**src/rtl/palette_error_diffusion_dither_macros.svh**
```systemverilog
// assertion macros for the dither rtl
`ifndef PALETTE_ERROR_DIFFUSION_DITHER_MACROS_SVH
`define PALETTE_ERROR_DIFFUSION_DITHER_MACROS_SVH

// same-cycle implication, sampled on clk, off during reset
`define PED_ASSERT_IMP(lbl, ante, cons) \
    lbl: assert property (@(posedge clk) disable iff (!rst_n) (ante) |-> (cons)) \
        else $error("dither assertion failed");

// next-cycle implication, sampled on clk, off during reset
`define PED_ASSERT_NXT(lbl, ante, cons) \
    lbl: assert property (@(posedge clk) disable iff (!rst_n) (ante) |=> (cons)) \
        else $error("dither assertion failed");

`endif

```
**src/rtl/ped_pkg.sv**
```systemverilog
// types and constants for the palette dither
`timescale 1ns / 1ps
`default_nettype none

package ped_pkg;

    localparam int MAX_WIDTH_DEF    = 1024;
    localparam int PALETTE_SIZE_DEF = 8;

    localparam int CFG_IDX_W  = 3;
    localparam int CFG_DATA_W = 48;

    localparam logic [CFG_IDX_W-1:0] REG_PAIR0  = 3'd0;
    localparam logic [CFG_IDX_W-1:0] REG_PAIR1  = 3'd1;
    localparam logic [CFG_IDX_W-1:0] REG_PAIR2  = 3'd2;
    localparam logic [CFG_IDX_W-1:0] REG_PAIR3  = 3'd3;
    localparam logic [CFG_IDX_W-1:0] REG_COUNT  = 3'd4;
    localparam logic [CFG_IDX_W-1:0] REG_WIDTH  = 3'd5;
    localparam logic [CFG_IDX_W-1:0] REG_HEIGHT = 3'd6;

    localparam int IDX_W   = 3;
    localparam int VAL_W   = 13;
    localparam int ERR_W   = 13;
    localparam int WDIFF_W = 24;
    localparam int SQ_W    = 46;
    localparam int DIST_W  = 48;

    // luma weights in thousandths
    localparam logic [9:0] WT_RED   = 10'd299;
    localparam logic [9:0] WT_GREEN = 10'd587;
    localparam logic [9:0] WT_BLUE  = 10'd114;

    typedef logic signed [ERR_W-1:0] err_t;

    typedef struct packed {
        err_t r;
        err_t g;
        err_t b;
    } errv_t;

    typedef struct packed {
        logic [VAL_W-1:0] r;
        logic [VAL_W-1:0] g;
        logic [VAL_W-1:0] b;
    } val_t;

    typedef struct packed {
        logic             valid;
        logic [IDX_W-1:0] idx;
    } dtag_t;

endpackage

`default_nettype wire

```
**src/rtl/ped_dist.sv**
```systemverilog
// pipelined weighted squared distance from a pixel to one palette colour
`timescale 1ns / 1ps
`default_nettype none

module ped_dist
(
    input  wire logic                      clk,
    input  wire logic                      rst_n,
    input  wire ped_pkg::val_t             val,
    input  wire logic [23:0]               colour,
    input  wire ped_pkg::dtag_t            tag_in,
    output      logic [ped_pkg::DIST_W-1:0] distance,
    output      ped_pkg::dtag_t            tag_out,
    output      logic                      busy
);

    logic signed [ped_pkg::WDIFF_W-1:0] wd_r_reg, wd_g_reg, wd_b_reg;
    logic [ped_pkg::SQ_W-1:0]           sq_r_reg, sq_g_reg, sq_b_reg;
    ped_pkg::dtag_t                     tag1_reg, tag2_reg;

    function automatic logic signed [ped_pkg::WDIFF_W-1:0] wdiff(
        logic [ped_pkg::VAL_W-1:0] v,
        logic [7:0]                c,
        logic [9:0]                wt
    );
        logic signed [13:0] d;
        d = signed'({1'b0, v}) - signed'({2'b00, c, 4'b0000});
        return d * signed'({1'b0, wt});
    endfunction

    function automatic logic [ped_pkg::SQ_W-1:0] square(
        logic signed [ped_pkg::WDIFF_W-1:0] a
    );
        logic [ped_pkg::WDIFF_W-2:0] m;
        m = (a < 0) ? (ped_pkg::WDIFF_W-1)'(-a) : (ped_pkg::WDIFF_W-1)'(a);
        return m * m;
    endfunction

    always_ff @(posedge clk)
    begin
        wd_r_reg <= wdiff(val.r, colour[23:16], ped_pkg::WT_RED);
        wd_g_reg <= wdiff(val.g, colour[15:8], ped_pkg::WT_GREEN);
        wd_b_reg <= wdiff(val.b, colour[7:0], ped_pkg::WT_BLUE);
        sq_r_reg <= square(wd_r_reg);
        sq_g_reg <= square(wd_g_reg);
        sq_b_reg <= square(wd_b_reg);
    end

    always_ff @(posedge clk or negedge rst_n)
    begin
        if (!rst_n)
        begin
            tag1_reg <= '0;
            tag2_reg <= '0;
        end
        else
        begin
            tag1_reg <= tag_in;
            tag2_reg <= tag1_reg;
        end
    end

    assign distance = ped_pkg::DIST_W'(sq_r_reg) + ped_pkg::DIST_W'(sq_g_reg)
                    + ped_pkg::DIST_W'(sq_b_reg);
    assign tag_out = tag2_reg;
    assign busy    = tag1_reg.valid | tag2_reg.valid;

endmodule

`default_nettype wire

```
**config.mk**
```make
export PLATFORM = sky130hd
export DESIGN_NAME = ped_dist
export DESIGN_NICKNAME = d
export VERILOG_FILES = /design/src/rtl/palette_error_diffusion_dither_macros.svh /design/src/rtl/ped_pkg.sv /design/src/rtl/ped_dist.sv
export SDC_FILE = /design/constraint.sdc
export NUM_CORES = 2
export LEC_CHECK = 0
export BUFFER_PORTS_ARGS = -buffer_cell sky130_fd_sc_hd__buf_2
export CAP_MARGIN = 20
export CORE_MARGIN = 5
export CORE_UTILIZATION = 40
export DETAILED_ROUTE_END_ITERATION = 10
export SLEW_MARGIN = 5
export SYNTH_ARGS = -nofsm -noshare
export SYNTH_HDL_FRONTEND = slang
export SYNTH_SLANG_ARGS = --single-unit
```
**constraint.sdc**
```tcl
create_clock -name clk -period 8.8 [get_ports clk]
set_input_delay 2.2 -clock clk [delete_from_list [all_inputs] [get_ports clk]]
set_output_delay 2.2 -clock clk [all_outputs]
set_load 0.01 [all_outputs]
```
# [Yosys cells after proc, flatten, opt, wreduce, memory -nomap -nowiden]
# Cells that the tools add are included.
[classes] add_sub_neg=8 multipliers=6 div=0 order_cmp=3 n_eq_ne=0 shift=0 muxes=3 bitwise_logic=1 n_reduce_logical=0
[ops] operator="$mul 23x23->46" count=3
[ops] operator="$mux 23" count=3
[ops] operator="$add 47x46->48" count=1
[ops] operator="$lt 24x1->1 const B" count=2
[ops] operator="$add 46x46->47" count=1
[ops] operator="$neg 23->23" count=2
[ops] operator="$sub 13x12->14" count=3
[ops] operator="$mul 14x10->24 const B" count=1
[ops] operator="$mul 14x11->24 const B" count=1
[ops] operator="$neg 22->23" count=1
[ops] operator="$lt 22x1->1 const B" count=1
[ops] operator="$mul 14x7->21 const B" count=1
[ops] operator="$or 1x1->1" count=1
[totals] regBits=215 latch_bits=0 ramBits=0 romBits=0 inputBits=69 output_inout_bits=53 word_cells=31 n_memories=0

# [Logic depth before layout (Yosys ltp)]
[logic_depth] depth_word=3 ltp_mapped=39 ltp_nobuf=36

# [Worst setup path after synthesis]
# OpenSTA, ideal clock, no wires.
[synth_path] kind="reg-to-reg" from="reg wd_b_reg[1] (netlist bit)" to="reg sq_b_reg[44] (netlist bit)" setup_time_ns=0.127 arrival_time_ns=8.531 slack_ns=0.142 stages_incl_launch_ff=37 n_path_buf=3 path_cell_list="dfxtp_1 clkbuf_1 inv_1 clkbuf_1 ha_1 nand2_1 and2b_1 nand2b_1 or4_4 o31ai_4 xor2_2 inv_2 buf_6 nand2_1 inv_1 fa_1 inv_1 fa_1 inv_1 fa_1 fa_1 fa_1 fa_1 inv_1 fa_1 inv_1 ha_1 a21o_1 a21o_1 a21o_1 a21oi_1 o21ai_0 o41ai_1 a211oi_1 a21oi_1 o21ai_0 xor2_1"
[synth_via] elab_chain_len=3
[synth_lines] item="start: declaration" line_no="ped_dist.sv:17" text="logic signed [ped_pkg::WDIFF_W-1:0] wd_r_reg, wd_g_reg, wd_b_reg;"
[synth_lines] item="start signal: assignment" line_no="ped_dist.sv:43" text="wd_b_reg <= wdiff(val.b, colour[7:0], ped_pkg::WT_BLUE);"
[synth_lines] item="$neg 22->23 / $lt 22x1->1 (equally long branches)" line_no="ped_dist.sv:35" text="m = (a < 0) ? (ped_pkg::WDIFF_W-1)'(-a) : (ped_pkg::WDIFF_W-1)'(a);"
[synth_lines] item="$mux 23 (*)" line_no="ped_dist.sv:35"
[synth_lines] item="$mul 23x23->46 (*)" line_no="ped_dist.sv:36" text="return m * m;"
[synth_lines] item="end signal: assignment" line_no="ped_dist.sv:46" text="sq_b_reg <= square(wd_b_reg);"
[synth_lines] item="end: declaration" line_no="ped_dist.sv:18" text="logic [ped_pkg::SQ_W-1:0] sq_r_reg, sq_g_reg, sq_b_reg;"
# Mark *: on every way between the ends. The rest lies on a longest branch, timed or not.

# [Final worst setup path]
[layout_path] from="reg sq_r_reg[8] (netlist bit)" to="out distance[39] (netlist bit)"
[layout_via] elab_chain_len=2
[layout_lines] item="start: declaration" line_no="ped_dist.sv:18"
[layout_lines] item="start signal: assignment" line_no="ped_dist.sv:44" text="sq_r_reg <= square(wd_r_reg);"
[layout_lines] item="$add 46x46->47" line_no="ped_dist.sv:63" text="assign distance = ped_pkg::DIST_W'(sq_r_reg) + ped_pkg::DIST_W'(sq_g_reg)"
[layout_lines] item="$add 47x46->48" line_no="ped_dist.sv:64" text="+ ped_pkg::DIST_W'(sq_b_reg);"
[layout_lines] item="end: declaration" line_no="ped_dist.sv:12" text="output logic [ped_pkg::DIST_W-1:0] distance,"
# No other way between the ends.

==> results.md <==
- Status: complete, no violations
- Top achievable clock speed: 117 MHz
- Top post-synthesis cells by area: fa_1 40%, ha_1 17%, inv_1 11%
- Count of max-cap constraint violations: 0
- Crit. End Element: output pin
- Yosys warns: 0
- Final hold vios: 0
- Reg2reg path depth: 33
- Clock tree buffer depth: 3
- Slew @ Worst Pin: 0.828 ns
- Hold path depth: 0
- Initial antenna violation count: 4
- CP Buf/Inv Count: 2
- Post-Syn Instances: 6,712
- Max incr delay on CP: 0.53 ns
- Pins Over Slew Limit: 0
- Initial core utilization: 0.403
- Hold wc startpoint: tag1_reg[1]$_DFF_PN0_
- Final setup violation count: 0
- Crit-path cells: ha_1 -> a2111oi_1 -> nor2_1 -> nand2_1 -> o21ai_2 -> a2111o_1 -> a41oi_2 -> o21ai_1 -> a221o_1 -> a21oi_1 -> xnor2_2 -> ha_1 -> buf_4 -> and3_1 -> nand3_1 -> a211oi_1 -> o41ai_1 -> and2b_1 -> o21ai_1 -> a221o_1 -> xor2_1 -> buf_2
- Root buffer cell: clkbuf_16
- Setup crit start kind: register
- Drt total wl: 156,000 um
- Number of global-route vias before repair: 48,000
- Io pins: 122
- Worst Path Required: 6.60 ns
- GRT Residual Overflow: 0
- Synth Flop Type: dfxtp_1
- Worst Setup Path Type: reg2out
- Post-layout minimum cycle time: 8.54 ns
- DP Wirelength: 137,000 um
- Clk_lat worst skew: 0.60 ns
- Post-synth EDFFs: 0
- Antenna viol nets, final: 0
- First-pass DRT Iterations: 8
- Netlist Area Pre-Place: 0.0606 sq mm
- Hold worst-path end: tag_out[1]$_DFF_PN0_
- Fillers: 14,700
- Synth cell types: 89
- Clock slew at reported path FFs: 0.06 ns
- DRC violations left: 0
- RR Startpoint: wd_g_reg[8]$_DFF_P_
- Core area: 0.150 sq mm
- Clock Skew: 0.0286 ns
- R2r endpoint: sq_g_reg[44]$_DFF_P_
- Slew HR: 0.441
- Area growth syn-to-layout: 10.4%
- Gpl congestion: 0.929
- Hold crit path type: reg2reg
- NumNets Final: 9,152
- R2R setup slack: 0.27 ns
- Share of the synthesized area in the top cell type: 0.404
- CTS Buf Count: 28
- # hold bufs at CTS: 0
- CTS tree: built
- Vias: 44,100
- Chip width: 399 um
- Yosys top cell by area: fa_1
- RSZ-0062 raised after global routing: true
- Final worst path period share: 0.971
- Initial detailed-routing violation count: 2,176
- FFs w/ async S/R, synth: 0.0381
- Sequential share of the synthesized area: 0.0700
- Critical path origin: sq_r_reg[8]$_DFF_P_
- Wire per inst: 17.1 um
- I/O Buffers: 121
- Setup_tns: 0 ns
- Share of cells above drive strength 1: 0.0816
- Die Ht: 399 um
- # clock sinks: 210
- First-pass GRT wire length: 255,000 um
- Largest net degree at the start of global routing: 19
- Max FO, Critical Path: 4
- Die area: 0.159 sq mm
- Slowest cell on crit path: xor2_1
- CP Data Arrival Time: 6.34 ns
- All-Layer GR Usage: 0.201
- Rows: 142
- Vias/cell: 4.85
- H-tree lvl count: 1
- Flops & latches, synth: 210
- Cell family with most CP delay: compound AO/OA/AOI/OAI gates
- Post-Synthesis Mean Instance Area: 9.03 sq um
worst max-delay path by stage:
stage / end / slack, ns / cells past startpoint
final: distance[39] / 0.26 / 22
after global routing: sq_b_reg[36]$_DFF_P_ / -0.04 / 34
after CTS: sq_g_reg[44]$_DFF_P_ / 0.007 / 31
after detailed placement: sq_b_reg[43]$_DFF_P_ / -0.17 / 31
after global placement: sq_b_reg[43]$_DFF_P_ / -0.03 / 31
after floorplan: sq_b_reg[44]$_DFF_P_ / 0.14 / 36
cell usage in the layout, fill, tap and decap left out, drive strengths merged, types with 7 or more instances in the layout:
cell,count
o21ai,136
o31ai,21
nor2,444
a21boi,12
o31a,19
or3,14
or4,13
o211ai,12
a31oi,26
nand3,48
a21o,173
conb,49
nand4,17
nor2b,30
nor3,42
and3,33
inv,1866
o21bai,42
o21a,34
and2,12
xor2,118
dfrtp,8
a211oi,21
buf,386
xnor2,259
fa,1224
nand2b,37
a31o,7
a21oi,256
clkinv,14
dfxtp,202
clkbuf,33
nand2,546
o41ai,13
ha,806
through the flow:
stage                     hold slack [ns]  utilization  setup slack, ns  area, sq um  cells
after CTS                           0.348        0.442          0.00725        66400   9068
after global routing                0.354        0.445          -0.0443        66900   9091
after detailed placement            0.335        0.434           -0.171        65200   9012
after global placement              0.338        0.434          -0.0257        65200   9012
final                               0.345        0.445            0.259        66900   9092
after floorplan                     0.329            -            0.142        60800   6759
cell families after synthesis:
group	Yosys count	share of synthesized area
xor+xnor	377	0.0553
other cells	2	0.000124
simple gates	1270	0.0903
compound gates	831	0.0896
fa+ha+maj	2030	0.571
buf+inv	1991	0.124
flops	210	0.0700
mux	1	0.000165
cell type report:
class / count / area (sq um) / share of cell area
antenna: 1 / 2.50 / 0.0000374
clock buffer: 33 / 781 / 0.0117
clock inverter: 19 / 241 / 0.00361
inverter: 1869 / 7030 / 0.105
multi-input combinational: 4558 / 49500 / 0.739
sequential: 210 / 4250 / 0.0635
tap: 2016 / 2520 / 0.0377
timing repair buffer: 386 / 2620 / 0.0392
synth_stat cells, types with 30 or more instances:
cell      count
nand2b_1     37
a21oi_1     256
fa_1       1224
nor3_1       41
clkbuf_1    105
o21a_1       34
dfxtp_1     202
nor2b_1      30
o21ai_0     128
a21o_1      173
xor2_1      117
xnor2_1     255
nor2_1      443
inv_1      1853
nand2_1     545
nand3_1      48
o21bai_1     42
ha_1        806
and3_1       33
per-layer routing:
layer,up-vias,routed length (um),track usage
li1,21100,-,-
met1,21900,68600,0.272
met2,963,74400,0.345
met3,205,8520,0.0280
met4,0,4050,0.0445
met5,-,0,0
what timing repair did:
item / 4_1_cts / 5_1_grt
resized for setup: 15 / 104
setup buffers: 4 / 23
pin swaps: 5 / 47
endpoints found under the setup margin: 16 / 39
Power is left out: the tool's default activity adds up to more than one toggle a clock period on the data nets, which glitch-free logic cannot reach.
